==> src/hdl/erm_pkg.sv <==
package erm_pkg;

   localparam int CORDIC_STAGES = 16;
   localparam int OUT_FRAC_BITS = 14;
   localparam int WORK_FRAC     = 30;
   localparam int ATAN_ENTRIES  = 24;
   localparam int ROUND_SHIFT   = WORK_FRAC - OUT_FRAC_BITS;
   localparam int LANE_STAGES   = (CORDIC_STAGES < ATAN_ENTRIES) ? CORDIC_STAGES : ATAN_ENTRIES;

   localparam logic signed [15:0] ANGLE_LIMIT  = 16'sd23040;
   localparam logic signed [25:0] QUARTER_TURN = 26'sd5898240;
   localparam logic signed [25:0] HALF_TURN    = 26'sd11796480;
   localparam logic signed [31:0] GAIN_START   = 32'sd652032874;

   typedef struct packed {
      logic signed [15:0] yaw_angle;
      logic signed [15:0] pitch_angle;
      logic signed [15:0] roll_angle;
   } req_type;

   typedef struct packed {
      logic signed [15:0] r00;
      logic signed [15:0] r01;
      logic signed [15:0] r02;
      logic signed [15:0] r10;
      logic signed [15:0] r11;
      logic signed [15:0] r12;
      logic signed [15:0] r20;
      logic signed [15:0] r21;
      logic signed [15:0] r22;
   } rsp_type;

   // atan(2^-i) in degrees times 2^16
   function automatic logic signed [25:0] atan_deg(input logic [4:0] idx);
      logic signed [25:0] v;
      case (idx)
         5'd0:    v = 26'sd2949120;
         5'd1:    v = 26'sd1740967;
         5'd2:    v = 26'sd919879;
         5'd3:    v = 26'sd466945;
         5'd4:    v = 26'sd234379;
         5'd5:    v = 26'sd117304;
         5'd6:    v = 26'sd58666;
         5'd7:    v = 26'sd29335;
         5'd8:    v = 26'sd14668;
         5'd9:    v = 26'sd7334;
         5'd10:   v = 26'sd3667;
         5'd11:   v = 26'sd1833;
         5'd12:   v = 26'sd917;
         5'd13:   v = 26'sd458;
         5'd14:   v = 26'sd229;
         5'd15:   v = 26'sd115;
         5'd16:   v = 26'sd57;
         5'd17:   v = 26'sd29;
         5'd18:   v = 26'sd14;
         5'd19:   v = 26'sd7;
         5'd20:   v = 26'sd4;
         5'd21:   v = 26'sd2;
         5'd22:   v = 26'sd1;
         default: v = 26'sd0;
      endcase
      return v;
   endfunction

   // product of two working values, rounded back to WORK_FRAC fraction bits
   function automatic logic signed [31:0] mul_w(input logic signed [31:0] a,
                                                input logic signed [31:0] b);
      logic signed [63:0] p;
      logic signed [63:0] r;
      p = 64'(a) * 64'(b);
      r = (p + (64'sd1 <<< (WORK_FRAC - 1))) >>> WORK_FRAC;
      return r[31:0];
   endfunction

   // round to output precision, clamp to +-1.0 and to 16 bits
   function automatic logic signed [15:0] to_out(input logic signed [32:0] v);
      logic signed [63:0] r;
      logic signed [63:0] lim;
      r = 64'(v);
      if (ROUND_SHIFT > 0) begin
         r = (r + (64'sd1 <<< (ROUND_SHIFT - 1))) >>> ROUND_SHIFT;
      end
      lim = 64'sd1 <<< OUT_FRAC_BITS;
      if (r > lim) begin
         r = lim;
      end
      if (r < -lim) begin
         r = -lim;
      end
      if (r > 64'sd32767) begin
         r = 64'sd32767;
      end
      if (r < -64'sd32768) begin
         r = -64'sd32768;
      end
      return r[15:0];
   endfunction

endpackage

==> src/hdl/erm_cordic.sv <==
module erm_cordic (
   input  logic               clock,
   input  logic               reset,
   input  logic               in_valid,
   input  logic signed [15:0] angle,
   output logic               out_valid,
   output logic signed [31:0] sin_out,
   output logic signed [31:0] cos_out
);

   localparam int N = erm_pkg::LANE_STAGES;

   logic               valid_ff [0:N];
   logic               flip_ff  [0:N];
   logic signed [31:0] x_ff     [0:N];
   logic signed [31:0] y_ff     [0:N];
   logic signed [25:0] z_ff     [0:N];

   logic signed [15:0] sat_in;
   logic signed [25:0] z_in;
   logic               flip_in;

   // saturate, scale to degrees times 2^16, fold into +-90 degrees
   always_comb begin
      sat_in = angle;
      if (angle > erm_pkg::ANGLE_LIMIT) begin
         sat_in = erm_pkg::ANGLE_LIMIT;
      end
      if (angle < -erm_pkg::ANGLE_LIMIT) begin
         sat_in = -erm_pkg::ANGLE_LIMIT;
      end
      z_in    = 26'(sat_in) <<< 9;
      flip_in = 1'b0;
      if (z_in > erm_pkg::QUARTER_TURN) begin
         z_in    = z_in - erm_pkg::HALF_TURN;
         flip_in = 1'b1;
      end else if (z_in < -erm_pkg::QUARTER_TURN) begin
         z_in    = z_in + erm_pkg::HALF_TURN;
         flip_in = 1'b1;
      end
   end

   always_ff @(posedge clock) begin
      if (reset) begin
         valid_ff[0] <= 1'b0;
      end else begin
         valid_ff[0] <= in_valid;
      end
      flip_ff[0] <= flip_in;
      x_ff[0]    <= erm_pkg::GAIN_START;
      y_ff[0]    <= 32'sd0;
      z_ff[0]    <= z_in;
   end

   for (genvar g = 0; g < N; g++) begin : g_stage
      logic signed [31:0] x_in;
      logic signed [31:0] y_in;
      logic signed [25:0] zn_in;

      always_comb begin
         if (z_ff[g] >= 26'sd0) begin
            x_in  = x_ff[g] - (y_ff[g] >>> g);
            y_in  = y_ff[g] + (x_ff[g] >>> g);
            zn_in = z_ff[g] - erm_pkg::atan_deg(5'(g));
         end else begin
            x_in  = x_ff[g] + (y_ff[g] >>> g);
            y_in  = y_ff[g] - (x_ff[g] >>> g);
            zn_in = z_ff[g] + erm_pkg::atan_deg(5'(g));
         end
      end

      always_ff @(posedge clock) begin
         if (reset) begin
            valid_ff[g+1] <= 1'b0;
         end else begin
            valid_ff[g+1] <= valid_ff[g];
         end
         flip_ff[g+1] <= flip_ff[g];
         x_ff[g+1]    <= x_in;
         y_ff[g+1]    <= y_in;
         z_ff[g+1]    <= zn_in;
      end
   end

   logic               out_valid_ff;
   logic signed [31:0] sin_ff;
   logic signed [31:0] cos_ff;

   // undo the half-turn fold
   always_ff @(posedge clock) begin
      if (reset) begin
         out_valid_ff <= 1'b0;
      end else begin
         out_valid_ff <= valid_ff[N];
      end
      sin_ff <= flip_ff[N] ? -y_ff[N] : y_ff[N];
      cos_ff <= flip_ff[N] ? -x_ff[N] : x_ff[N];
   end

   assign out_valid = out_valid_ff;
   assign sin_out   = sin_ff;
   assign cos_out   = cos_ff;

endmodule

==> config.mk <==
export PLATFORM = sky130hd
export DESIGN_NAME = erm_cordic
export DESIGN_NICKNAME = d
export VERILOG_FILES = /design/src/hdl/erm_pkg.sv /design/src/hdl/erm_cordic.sv
export SDC_FILE = /design/constraint.sdc
export NUM_CORES = 2
export LEC_CHECK = 0
export BUFFER_PORTS_ARGS = -buffer_cell sky130_fd_sc_hd__buf_4
export CORE_ASPECT_RATIO = 1.75
export CORE_MARGIN = 2
export CORE_UTILIZATION = 67
export DETAILED_ROUTE_END_ITERATION = 6
export HOLD_SLACK_MARGIN = 0.15
export PLACE_DENSITY = 0.86
export SLEW_MARGIN = 25
export SYNTH_ARGS = -nofsm -noshare
export SYNTH_HDL_FRONTEND = slang
export SYNTH_SLANG_ARGS = --single-unit
==> constraint.sdc <==
create_clock -name clock -period 15.45 [get_ports clock]
set_clock_uncertainty 0.15 [all_clocks]
set_input_delay 0.7725 -clock clock [delete_from_list [all_inputs] [get_ports clock]]
set_output_delay 0.7725 -clock clock [all_outputs]
set_load 0.02 [all_outputs]
==> Word-level counts from Yosys, hierarchy flattened <==
Memories as Yosys holds them, arrays and structs flattened. A register that Yosys moved wholly into a read port is not among the register bits.
Cells that the tools add are included.
{ "word_totals": {"reg_bits": 64, "latch_bits": 0, "ram_bits": 1564, "romBits": 0, "in_bits": 19, "output_inout_bits": 65, "memories": 5} }
{ "classes": {"addsub": 99, "n_mul": 0, "div": 0, "magnitude_cmp": 20, "n_eq_ne": 0, "shift": 0, "mux": 76, "bitwise_logic": 17, "n_reduce_logical": 0} }
{ "mem_list": {"columns": ["name", "depth", "word_bits", "read_ports", "rd_clocked_by_memory_dff", "write_ports", "line_no", "rtl"], "rows": [
  ["x_ff", 17, 32, 17, 0, 17, "erm_cordic.sv:15", "logic signed [31:0] x_ff [0:N];"],
  ["y_ff", 17, 32, 17, 0, 17, "erm_cordic.sv:16", "logic signed [31:0] y_ff [0:N];"],
  ["z_ff", 17, 26, 16, 0, 17, "erm_cordic.sv:17", "logic signed [25:0] z_ff [0:N];"],
  ["flip_ff", 17, 1, 17, 0, 17, "erm_cordic.sv:14", "logic flip_ff [0:N];"],
  ["valid_ff", 17, 1, 17, 1, 17, "erm_cordic.sv:13", "logic valid_ff [0:N];"]
]} }
{ "op_table": {"columns": ["cell", "count"], "rows": [
  ["32-bit two-way mux", 34],
  ["26-bit two-way mux", 18],
  ["26-bit by 1-bit greater-or-equal comparator with 1-bit output (second input constant)", 16],
  ["32-bit by 17-bit adder with 32-bit output", 2],
  ["32-bit by 18-bit adder with 32-bit output", 2],
  ["32-bit by 19-bit adder with 32-bit output", 2],
  ["32-bit by 20-bit adder with 32-bit output", 2],
  ["32-bit by 21-bit adder with 32-bit output", 2],
  ["32-bit by 22-bit adder with 32-bit output", 2],
  ["32-bit by 23-bit adder with 32-bit output", 2],
  ["32-bit by 24-bit adder with 32-bit output", 2],
  ["32-bit by 25-bit adder with 32-bit output", 2],
  ["32-bit by 26-bit adder with 32-bit output", 2],
  ["32-bit by 27-bit adder with 32-bit output", 2],
  ["32-bit by 28-bit adder with 32-bit output", 2],
  ["32-bit by 29-bit adder with 32-bit output", 2],
  ["32-bit by 30-bit adder with 32-bit output", 2],
  ["32-bit by 31-bit adder with 32-bit output", 2],
  ["32-bit negation", 2],
  ["32-bit by 17-bit subtractor with 32-bit output", 2],
  ["32-bit by 18-bit subtractor with 32-bit output", 2],
  ["32-bit by 19-bit subtractor with 32-bit output", 2],
  ["32-bit by 20-bit subtractor with 32-bit output", 2],
  ["32-bit by 21-bit subtractor with 32-bit output", 2],
  ["53 further kinds", 102]
]} }

==> Logic depth before layout (Yosys ltp) <==
{ "depth": {"ltp_word": 6, "ltp_mapped": 23, "depth_no_buf": 22} }

==> Worst setup path before layout <==
Ideal clock, no wire load.
{ "synth_path": {"path_type": "register -> register", "from": "memory z_ff[3][25], in the netlist z_ff[0][103]", "to": "memory z_ff[4][25], in the netlist z_ff[0][129]", "t_arrival_ns": 4.911, "required_ns": 15.179, "slack_ns": 10.268, "stages_incl_launch_ff": 23, "n_path_buf": 2, "path_cell_list": "dfxtp_1 inv_1 ha_1 nor4b_1 nand4_1 nor2_1 nor2_1 inv_1 clkbuf_1 clkbuf_1 ha_1 fa_1 a21o_1 a21oi_1 nor2b_1 o41a_1 a21oi_1 o21ai_0 nor4_1 a2111oi_0 a2111oi_0 a21oi_1 xor2_1"} }
{ "synth_lines": {"columns": ["item", "line_no"], "rows": [
  ["from (decl)", "erm_cordic.sv:17"]
]} }

==> flow_summary.json <==
{
  "dieArea_um2": 149000,
  "startpoint_type": "register",
  "required_ns": 16.00,
  "ff2ff_path_depth": 23,
  "synth_ff_type": "dfxtp_1",
  "min_to": "z_ff[0][21]$_DFF_P_",
  "syn_area_per_cell_um2": 8.65,
  "cts_sinks": 1390,
  "synth_seq_area_share_pct": 28.5,
  "relSlewSlack_pct": 15.5,
  "min_path_cells": 4,
  "r2r_end": "y_ff[0][476]$_DFF_P_",
  "syn-cell-area_um2": 97500,
  "worstMarginPinSlew_ns": 1.26,
  "hold_viol": 0,
  "ant_nets": 0,
  "routed_wl_um": 322000,
  "clkLatencyLatePin_ns": 0.84,
  "port_buffers": 83,
  "row_count": 185,
  "run_status": "finished, violations left",
  "dr.first_iter.drc_count": 5306,
  "setup_viol": 0,
  "grt_max_degree": 65,
  "synth-edff-count": 0,
  "r2r_slack_ns": 8.90,
  "place_congestion": 1.07,
  "min_path_type": "input port to register",
  "ys_ff_latch": 1390,
  "first_pass_iters": 7,
  "cts_tree": "yes",
  "cap_viol_max_count": 0,
  "htree_levels": 4,
  "viasPerCell": 6.49,
  "clock_path_buffers": 3,
  "crit_type": "register to register",
  "clkTransAtPathRegs_ns": 0.07,
  "postSynthCellCount": 11300,
  "grt.total_usage_pct": 42.4,
  "path_max_fanout": 36,
  "r2r_start": "z_ff[0][363]$_DFF_P_",
  "die_h_um": 509,
  "grt_pass1_wl_um": 488000,
  "cts-buffers-inserted": 139,
  "core_um2": 145000,
  "cp.arrival_ns": 7.11,
  "min_from": "angle[11]",
  "start_util_pct": 67.3,
  "cts_root_buffer": "clkbuf_16",
  "finalCritPeriodShare_pct": 42.4,
  "dieWidth_um": 292,
  "grt_pass1_vias": 89300,
  "drc": 1,
  "grt_overflow": 0,
  "fmax_mhz": 153,
  "synth.distinct_cells": 92,
  "rsz0062_at_grt": "false",
  "drive_gt1_share_pct": 4.88,
  "end_kind": "register",
  "syn_to_final_growth_pct": 8.43,
  "ios": 84,
  "antenna_found_initial": 31,
  "cts_setup_buffers": 0,
  "async_reset_ff_share_pct": 0,
  "nets": 12700,
  "utilization_pct": 73.0,
  "wl_per_cell_um": 23.9,
  "fin_tns_setup_ns": 0,
  "hpwl_um": 251000,
  "violations": "DRC",
  "yosysWarnings": 0,
  "period_minus_slack_ns": 6.55,
  "slew_viol_final": 0,
  "num_vias": 87500,
  "synth_nets": 12600
}
[kinds of logic after synthesis]
logic type	count (synthesis)	synth area share, %
flip-flops	1390	28.5
AO/OA/AOI/OAI	3216	21.3
adder cells (fa/ha/maj)	1279	16.7
buffers and inverters	638	2.47
AND/OR/NAND/NOR	3002	15.2
multiplexers	56	0.595
XOR/XNOR	1687	15.2
[cells in the mapped netlist, types with 73 or more instances]
cell type	count	area (um^2)
nand3_1	193	966
xor2_1	565	4950
nor2b_1	172	1080
nand2b_1	196	1230
nor2_1	836	3140
a21oi_1	938	4690
nand2_1	646	2420
or3_1	148	926
o41ai_1	78	683
o31ai_1	201	1510
a21o_1	443	3330
o21ai_0	636	3180
nor3_1	265	1330
o21a_1	192	1440
dfxtp_1	1390	27800
a31oi_1	73	457
o21bai_1	146	1100
nor4_1	85	532
a211oi_1	95	713
xnor2_1	1121	9820
clkbuf_1	131	492
and3_1	87	544
ha_1	1239	15500
or4_1	75	563
inv_1	485	1820
[metal layers]
| layer | GRT usage, % | share of wire (%) |
|---|---|---|
| met5 | 0 | 0.020 |
| met4 | 52.3 | 15 |
| met3 | 10.2 | 5.7 |
| met2 | 78.7 | 51 |
| met1 | 32.2 | 28 |
[cell type report]
| class | instances | area [um^2] |
|---|---|---|
| repair buffers | 155 | 1210 |
| well taps | 1870 | 2340 |
| multi-input cells | 9240 | 67500 |
| clock buffers | 185 | 3980 |
| inverters | 489 | 1840 |
| fillers | 10800 | 39200 |
| flip-flops and latches | 1390 | 27800 |
| clock inverters | 69 | 845 |
| diodes | 78 | 195 |
[worst max-delay path: stages (launching register included)]
cell and delay, ns:
dfxtp_1 0.31, inv_1 0.10, ha_1 0.17, nor4b_1 0.47, nand4_1 0.17, nor2_1 0.22
nor2_2 0.06, buf_4 0.25, inv_1 0.58, buf_4 0.52, a21oi_1 0.12, xor2_1 0.17
ha_1 0.35, and2_1 0.22, o21ai_0 0.25, o21ai_0 0.19, o41ai_1 0.59, o22ai_1 0.32
a21oi_1 0.27, o31ai_1 0.13, a41oi_1 0.29, and2_1 0.20, a21boi_0 0.11, xor2_1 0.16
[through the flow]
stage	cells	setup WS (ns)	instance area, um^2	hold slack [ns]
finish	13500	8.90	106000	0.177
global placement	13100	8.92	100000	0.159
detailed placement	13100	9.10	100000	0.162
floorplan	11300	10.27	97500	0.160
CTS	13400	9.05	105000	0.158
global route	13500	8.42	106000	0.182
[placed cells by master (no fill, tap or decap), types with 172 or more instances in the layout]
| cell type | n |
|---|---|
| nor2_1 | 830 |
| o31ai_1 | 201 |
| inv_1 | 485 |
| nor2b_1 | 172 |
| a21o_1 | 443 |
| nor3_1 | 263 |
| nand2b_1 | 196 |
| o21ai_0 | 636 |
| a21oi_1 | 937 |
| xor2_1 | 561 |
| o21a_1 | 192 |
| xnor2_1 | 1109 |
| nand2_1 | 646 |
| ha_1 | 1239 |
| nand3_1 | 193 |
| dfxtp_1 | 1385 |
[registers in the layout (all words and copies together) (netlist names)]
register   cells
sin_out       32
flip_ff       17
y_ff         480
out_valid      1
valid_ff      17
z_ff         354
cos_out       32
x_ff         457
[worst max-delay path by stage]
stage	end	startpoint	cells past startpoint	slack (ns)
after floorplan	z_ff[0][129]$_DFF_P_	z_ff[0][103]$_DFF_P_	22	10.27
after global placement	x_ff[0][286]$_DFF_P_	z_ff[0][207]$_DFF_P_	23	8.92
after detailed placement	x_ff[0][479]$_DFF_P_	z_ff[0][363]$_DFF_P_	23	9.10
after CTS	x_ff[0][479]$_DFF_P_	z_ff[0][363]$_DFF_P_	23	9.05
after global routing	x_ff[0][286]$_DFF_P_	z_ff[0][207]$_DFF_P_	23	8.42
final	y_ff[0][476]$_DFF_P_	z_ff[0][363]$_DFF_P_	23	8.90
[repair_timing]
item / in CTS / in global routing
gates resized for setup: 0 / 0
hold endpoints to repair: 31 / 0
hold buffers: 15 / 0
Power is not shown: default switching activity piles up to over one toggle a cycle in this logic, so the estimate is an artifact.
